[src/sv/assert_macros.svh]
// concurrent assertion helpers, sampled on clk
`ifndef ASSERT_MACROS_SVH
`define ASSERT_MACROS_SVH

// checked only outside reset
`define ASSERT_CLK(lbl, prop, msg) \
  lbl: assert property (@(posedge clk) disable iff (rst) prop) else $error(msg);

// checked at every edge, reset included
`define ASSERT_CLK_ALWAYS(lbl, prop, msg) \
  lbl: assert property (@(posedge clk) prop) else $error(msg);

`endif

[src/sv/fpa2_pkg.sv]
package fpa2_pkg;

  localparam int unsigned CoordW  = 16;
  localparam int unsigned AngleW  = 16;
  localparam int unsigned QuoW    = 16;
  localparam int unsigned RemW    = 17;
  localparam int unsigned DivCells = 16;

  localparam logic [11:0] PolyK1 = 12'd2847;
  localparam logic [13:0] PolyK2 = 14'd11039;
  localparam logic [14:0] Q15Half = 15'h4000;

  localparam logic [AngleW-1:0] AngEighth        = 16'd8192;
  localparam logic [AngleW-1:0] AngFiveEighths   = 16'd40960;
  localparam logic [AngleW-1:0] AngQuarter       = 16'd16384;
  localparam logic [AngleW-1:0] AngHalf          = 16'd32768;
  localparam logic [AngleW-1:0] AngThreeQuarters = 16'd49152;
  localparam logic [AngleW-1:0] AngZero          = 16'd0;

  // per-request info carried alongside the divider and polynomial
  typedef struct packed {
    logic              special;  // equal inputs, base is the answer
    logic              sub_u;    // angle = base - u instead of base + u
    logic              neg_r;    // quotient is negative
    logic [AngleW-1:0] base;
  } side_t;

  // partial division state
  typedef struct packed {
    logic [RemW-1:0] rem;
    logic [QuoW-1:0] den;
    logic [QuoW-1:0] quo;
  } div_t;

endpackage

[src/sv/fpa2_div_cell.sv]
`include "assert_macros.svh"

module fpa2_div_cell (
  input  logic            clk,
  input  logic            rst,
  input  logic            en,
  input  logic            in_vld,
  input  fpa2_pkg::div_t  in_div,
  input  fpa2_pkg::side_t in_side,
  output logic            out_vld,
  output fpa2_pkg::div_t  out_div,
  output fpa2_pkg::side_t out_side
);

  logic [fpa2_pkg::RemW:0]   diff;
  logic                      qbit;
  logic [fpa2_pkg::RemW-1:0] rem_kept;
  fpa2_pkg::div_t            div_next;

  assign diff     = {1'b0, in_div.rem} - {2'b00, in_div.den};
  assign qbit     = ~diff[fpa2_pkg::RemW];
  assign rem_kept = qbit ? diff[fpa2_pkg::RemW-1:0] : in_div.rem;

  // remainder is below the divisor here, so doubling stays in range
  always_comb begin
    div_next.rem = {rem_kept[fpa2_pkg::RemW-2:0], 1'b0};
    div_next.den = in_div.den;
    div_next.quo = {in_div.quo[fpa2_pkg::QuoW-2:0], qbit};
  end

  always_ff @(posedge clk) begin
    if (rst) begin
      out_vld <= 1'b0;
    end else if (en) begin
      out_vld <= in_vld;
    end
  end

  always_ff @(posedge clk) begin
    if (en) begin
      out_div  <= div_next;
      out_side <= in_side;
    end
  end

  `ASSERT_CLK(a_rem_bound,
    out_vld && (out_div.den != '0) |-> out_div.rem < {out_div.den, 1'b0},
    "divider remainder not below twice the divisor")

endmodule

[src/sv/fpa2_poly.sv]
`include "assert_macros.svh"

module fpa2_poly (
  input  logic                        clk,
  input  logic                        rst,
  input  logic                        en,
  input  logic                        in_vld,
  input  logic [fpa2_pkg::QuoW-1:0]   in_quo,
  input  fpa2_pkg::side_t             in_side,
  output logic                        out_vld,
  output logic signed [31:0]          out_prod,
  output fpa2_pkg::side_t             out_side
);

  // stage 1: 2847 * |r|
  logic                 v1;
  logic [27:0]          p1;
  logic [15:0]          q1;
  fpa2_pkg::side_t      s1;

  // stage 2: rounded correction, k and signed r
  logic [27:0]          sum1;
  logic [12:0]          corr;
  logic [13:0]          k_next;
  logic signed [16:0]   r_next;
  logic                 v2;
  logic [13:0]          k2;
  logic signed [16:0]   r2;
  fpa2_pkg::side_t      s2;

  logic signed [31:0]   prod_next;

  always_ff @(posedge clk) begin
    if (rst) begin
      v1      <= 1'b0;
      v2      <= 1'b0;
      out_vld <= 1'b0;
    end else if (en) begin
      v1      <= in_vld;
      v2      <= v1;
      out_vld <= v2;
    end
  end

  always_ff @(posedge clk) begin
    if (en) begin
      p1 <= 28'(fpa2_pkg::PolyK1 * in_quo);
      q1 <= in_quo;
      s1 <= in_side;
    end
  end

  // skip the half-lsb bump when the fraction is exactly one half
  assign sum1   = p1 + ((p1[14:0] == fpa2_pkg::Q15Half) ? 28'd0 : {13'd0, fpa2_pkg::Q15Half});
  assign corr   = sum1[27:15];
  assign k_next = fpa2_pkg::PolyK2 - {1'b0, corr};
  assign r_next = s1.neg_r ? -$signed({1'b0, q1}) : $signed({1'b0, q1});

  always_ff @(posedge clk) begin
    if (en) begin
      k2 <= k_next;
      r2 <= r_next;
      s2 <= s1;
    end
  end

  assign prod_next = $signed({1'b0, k2}) * r2;

  always_ff @(posedge clk) begin
    if (en) begin
      out_prod <= prod_next;
      out_side <= s2;
    end
  end

  // equal inputs bypass the polynomial, a zero pair leaves an all-ones quotient
  `ASSERT_CLK(a_k_range,
    v2 && !s2.special |-> (k2 >= 14'd8191) && (k2 <= fpa2_pkg::PolyK2),
    "polynomial coefficient out of range")

endmodule

[src/sv/fixed_point_atan2_top.sv]
// four-quadrant arctangent, one (y, x) request per cycle, fully pipelined
// pipeline from request accept to angle valid: input register, 16 restoring
// divider cells, 3 polynomial stages, output register
// throughput: one request per cycle; the whole pipe holds while out_stall
// blocks a valid result
// reset: synchronous rst clears all stage valid bits, no clearing pass
`include "assert_macros.svh"

module fixed_point_atan2_top (
  input  logic        clk,
  input  logic        rst,
  input  logic        in_valid,
  output logic        in_stall,
  input  logic signed [15:0] y_coord,
  input  logic signed [15:0] x_coord,
  output logic        out_valid,
  input  logic        out_stall,
  output logic [15:0] angle
);

  localparam int unsigned Cells = fpa2_pkg::DivCells;

  logic                          adv;
  logic [15:0]                   ay;
  logic [15:0]                   ax;
  logic                          xdom;
  fpa2_pkg::div_t                div_in;
  fpa2_pkg::side_t               side_in;

  logic                          vld_chain  [0:Cells];
  fpa2_pkg::div_t                div_chain  [0:Cells];
  fpa2_pkg::side_t               side_chain [0:Cells];

  logic                          pv;
  logic signed [31:0]            prod;
  fpa2_pkg::side_t               pside;
  logic signed [31:0]            psum;
  logic [15:0]                   u;
  logic [15:0]                   angle_next;

  assign adv      = ~(out_valid & out_stall);
  assign in_stall = ~adv;

  assign ay   = y_coord[15] ? (~y_coord + 16'd1) : y_coord;
  assign ax   = x_coord[15] ? (~x_coord + 16'd1) : x_coord;
  assign xdom = ax > ay;

  always_comb begin
    div_in.rem = {1'b0, xdom ? ay : ax};
    div_in.den = xdom ? ax : ay;
    div_in.quo = '0;
    side_in.neg_r = y_coord[15] ^ x_coord[15];
    side_in.sub_u = ~xdom;
    side_in.special = (x_coord == y_coord);
    if (x_coord == y_coord) begin
      if (y_coord == 16'sd0) begin
        side_in.base = fpa2_pkg::AngZero;
      end else if (y_coord[15]) begin
        side_in.base = fpa2_pkg::AngFiveEighths;
      end else begin
        side_in.base = fpa2_pkg::AngEighth;
      end
    end else if (xdom) begin
      side_in.base = x_coord[15] ? fpa2_pkg::AngHalf : fpa2_pkg::AngZero;
    end else begin
      side_in.base = y_coord[15] ? fpa2_pkg::AngThreeQuarters : fpa2_pkg::AngQuarter;
    end
  end

  always_ff @(posedge clk) begin
    if (rst) begin
      vld_chain[0] <= 1'b0;
    end else if (adv) begin
      vld_chain[0] <= in_valid;
    end
  end

  always_ff @(posedge clk) begin
    if (adv) begin
      div_chain[0]  <= div_in;
      side_chain[0] <= side_in;
    end
  end

  // one quotient bit per cell, msb first
  for (genvar i = 0; i < Cells; i++) begin : g_div
    fpa2_div_cell u_cell (
      .clk      (clk),
      .rst      (rst),
      .en       (adv),
      .in_vld   (vld_chain[i]),
      .in_div   (div_chain[i]),
      .in_side  (side_chain[i]),
      .out_vld  (vld_chain[i+1]),
      .out_div  (div_chain[i+1]),
      .out_side (side_chain[i+1])
    );
  end

  fpa2_poly u_poly (
    .clk      (clk),
    .rst      (rst),
    .en       (adv),
    .in_vld   (vld_chain[Cells]),
    .in_quo   (div_chain[Cells].quo),
    .in_side  (side_chain[Cells]),
    .out_vld  (pv),
    .out_prod (prod),
    .out_side (pside)
  );

  assign psum = prod + ((prod[14:0] == fpa2_pkg::Q15Half) ? 32'sd0
                        : $signed({17'd0, fpa2_pkg::Q15Half}));
  assign u    = psum[30:15];

  always_comb begin
    priority if (pside.special) begin
      angle_next = pside.base;
    end else if (pside.sub_u) begin
      angle_next = pside.base - u;
    end else begin
      angle_next = pside.base + u;
    end
  end

  always_ff @(posedge clk) begin
    if (rst) begin
      out_valid <= 1'b0;
    end else if (adv) begin
      out_valid <= pv;
    end
  end

  always_ff @(posedge clk) begin
    if (adv) begin
      angle <= angle_next;
    end
  end

  `ASSERT_CLK(a_quo_range,
    vld_chain[Cells] && !side_chain[Cells].special |-> div_chain[Cells].quo <= 16'd32768,
    "quotient above one in q15")

  `ASSERT_CLK_ALWAYS(a_stall_when_blocked,
    in_stall == (out_valid && out_stall),
    "input stall does not match a blocked output")

endmodule
[config.mk]
export PLATFORM = sky130hd
export DESIGN_NAME = fixed_point_atan2_top
export DESIGN_NICKNAME = d
export VERILOG_FILES = /design/src/sv/fpa2_pkg.sv /design/src/sv/fpa2_div_cell.sv /design/src/sv/fpa2_poly.sv /design/src/sv/fixed_point_atan2_top.sv
export VERILOG_INCLUDE_DIRS = /design/src /design/src/sv
export SDC_FILE = /design/constraint.sdc
export NUM_CORES = 2
export LEC_CHECK = 0
export BUFFER_PORTS_ARGS = -buffer_cell sky130_fd_sc_hd__buf_2
export CAP_MARGIN = 20
export CORE_MARGIN = 3
export CORE_UTILIZATION = 50
export CTS_CLUSTER_DIAMETER = 80
export DETAILED_ROUTE_END_ITERATION = 8
export HOLD_SLACK_MARGIN = 0.1
export PLACE_DENSITY = 0.68
export SETUP_SLACK_MARGIN = 0.4
export SLEW_MARGIN = 20
export SYNTH_ARGS = -nofsm -noshare
export SYNTH_HDL_FRONTEND = slang
export SYNTH_HIERARCHICAL = 1
export SYNTH_SLANG_ARGS = --single-unit
[constraint.sdc]
create_clock -name clk -period 73 [get_ports clk]
set_input_delay 10.95 -clock clk [delete_from_list [all_inputs] [get_ports clk]]
set_output_delay 10.95 -clock clk [all_outputs]
set_load 0.05 [all_outputs]
==> results.toml <==
[status]
status = "completed"

[worst_setup_path]
slowest_delay_ns = 0.41
cp.required_ns = 62.05
crit_top_cell = "buf_2"
arrival_ns = 11.85
crit_path_cell_trace = "buf_2 -> nand2_4 -> inv_1 -> buf_2"
cp-endpoint = "in_stall"
cp_slowest_cell = "nand2_4"
reg2reg_slack_ns = 66.20
timing.rr.start = "u_poly/k2[0]"
critPathLaunch = "out_stall"
worst-path-max-fanout = 39
worst_setup_path_end_kind = "primary output"
rr_endpoint = "u_poly/out_prod[28]"
crit_path_start_kind = "input pin"
worstSetupPathType = "in -> out"
reg2reg_depth = 19

[sta]
period_needed_ns = 22.80
grt_setup_unrepaired = "no"
final-setup-viol-count = 0
clock_skew_ns = 0.0422
hold_violations = 0
tns_ns = 0
slew_headroom_pct = 25.9
period_share_pct = 31.2
fmax_ghz = 0.0439
final-max-slew-violation-count = 0
worst_pin_slew_ns = 1.11

[global_routing]
overflow = 0
grt_pass1_wl_mm = 205
antenna_found_initial = 0
grt_pass1_vias = 40600
grt_max_degree = 194
grt_usage_pct = 17.7

[layout]
fillers = 11200
drive_above_1_share_pct = 10.2
nNetsFinal = 6431
area_growth_pct = 8.41
diodes = 0

[placement]
port_buffers = 53
hpwlAfterDp_mm = 90.3
gp_congestion = 0.868

[die]
die_h_um = 378
dieArea_um2 = 143000
core_area_um2 = 136000
start_util_pct = 50.7
ios = 54
row_count = 135
die_w_um = 378

[clock_network]
cts_tree = "done"
clock_latency_ns = 0.75
postCtsSetupRepairBufs = 0
path_clk_slew_ns = 0.06
root_buffer = "clkbuf_16"
cts_max_path_buffers = 3
h-tree-depth = 3
hold_buffers = 0
ctsResizeCount = 0
cts_num_sinks = 1155
numCtsBuffers = 120

[synth]
avgSynthCellArea_um2 = 12.5
synthesis.area_um2 = 69100
synth_warnings = 6
synthesis.instances = 5517

[route]
wire_per_inst_um = 16.5
drtIter0Drc = 2367
routed_wl_mm = 124
dr_total_vias = 40000
firstDrtPassIters = 7
routed_via_density = 5.35
remaining_drc_errors = 0
ant_nets = 0

[hold_path]
hold_path_class = "reg -> reg"

[flow_run]
maxCapViolCount = 0
[registers in the layout, summed over array words and instances, names as in the netlist]
name and count:
angle 16, div_chain 32, g_div.u_cell/out_div 616, g_div.u_cell/out_side 304, g_div.u_cell/out_vld 16, out_valid 1, side_chain 6, u_poly/k2 14
u_poly/out_prod 31, u_poly/out_side 18, u_poly/out_vld 1, u_poly/p1 28, u_poly/q1 15, u_poly/r2 17, u_poly/s1 19, u_poly/s2 18
u_poly/v1 1, u_poly/v2 1, vld_chain 1
[worst min-delay path by stage]
stage	startpoint	to	slack (ns)	cells past startpoint
6_report	g_div[14].u_cell/out_div[13]	g_div[15].u_cell/out_div[14]	0.40	0
5_1_grt	g_div[11].u_cell/out_side[0]	g_div[12].u_cell/out_side[0]	0.41	0
4_1_cts	g_div[11].u_cell/out_side[0]	g_div[12].u_cell/out_side[0]	0.40	0
3_5_place_dp	g_div[9].u_cell/out_div[2]	g_div[10].u_cell/out_div[3]	0.40	0
3_3_place_gp	g_div[1].u_cell/out_side[11]	g_div[2].u_cell/out_side[11]	0.40	0
2_1_floorplan	side_chain[317]	g_div[0].u_cell/out_side[13]	0.40	0
[through the flow]
| step | utilization [%] | setup WS [ns] | hold slack (ns) | cells | cell area [um2] |
|---|---|---|---|---|---|
| 3_3_place_gp | 52.2 | 50.16 | 0.401 | 7258 | 71100 |
| 6_report | 55.0 | 50.20 | 0.398 | 7486 | 74900 |
| 2_1_floorplan | - | 18.53 | 0.400 | 5531 | 69200 |
| 4_1_cts | 55.0 | 50.15 | 0.400 | 7485 | 74900 |
| 3_5_place_dp | 52.2 | 50.16 | 0.405 | 7259 | 71100 |
| 5_1_grt | 55.0 | 50.06 | 0.414 | 7486 | 74900 |
[worst max-delay path: cells and delay by family]
kind,cells,cell delay (ns)
buffers and inverters,3,0.48
and+or+nand+nor,1,0.41
[layout by cell type (no fill, tap or decap), types with 23 or more instances in the layout]
cell type	n
a21oi_1	201
clkinv_1	35
nor2_1	244
a21o_1	99
and2_1	181
xor2_1	159
a211oi_1	67
nand2b_1	31
nor2b_1	37
o211ai_1	23
nand2_1	295
xnor2_1	123
clkbuf_16	122
nor3_1	67
inv_1	783
or3_1	28
fa_1	322
mux2_4	105
mux2i_1	103
o21ai_0	184
o31ai_1	25
ha_1	472
nand4_1	31
a31oi_1	56
conb_1	30
buf_2	53
o21a_1	65
edfxtp_1	1134
mux2_2	92
nand3_1	95
[cell type report]
| class | instances | area [um2] | share of cell area [%] |
|---|---|---|---|
| clock inverter | 81 | 646 | 0.862 |
| inverter | 783 | 2940 | 3.92 |
| clock buffer | 145 | 3160 | 4.22 |
| tap | 1781 | 2230 | 2.97 |
| timing repair buffer | 68 | 430 | 0.574 |
| sequential | 1155 | 34500 | 46.0 |
| multi-input combinational | 3473 | 31100 | 41.5 |
[layer usage]
layer / GRT usage [%] / part of all wire, %
met1: 21.7 / 42
met2: 31.2 / 50
met4: 7.34 / 3.9
met5: 0 / 0
met3: 2.38 / 3.6
Power is not shown: default switching activity piles up to over one toggle a cycle in this logic, so the estimate is an artifact.
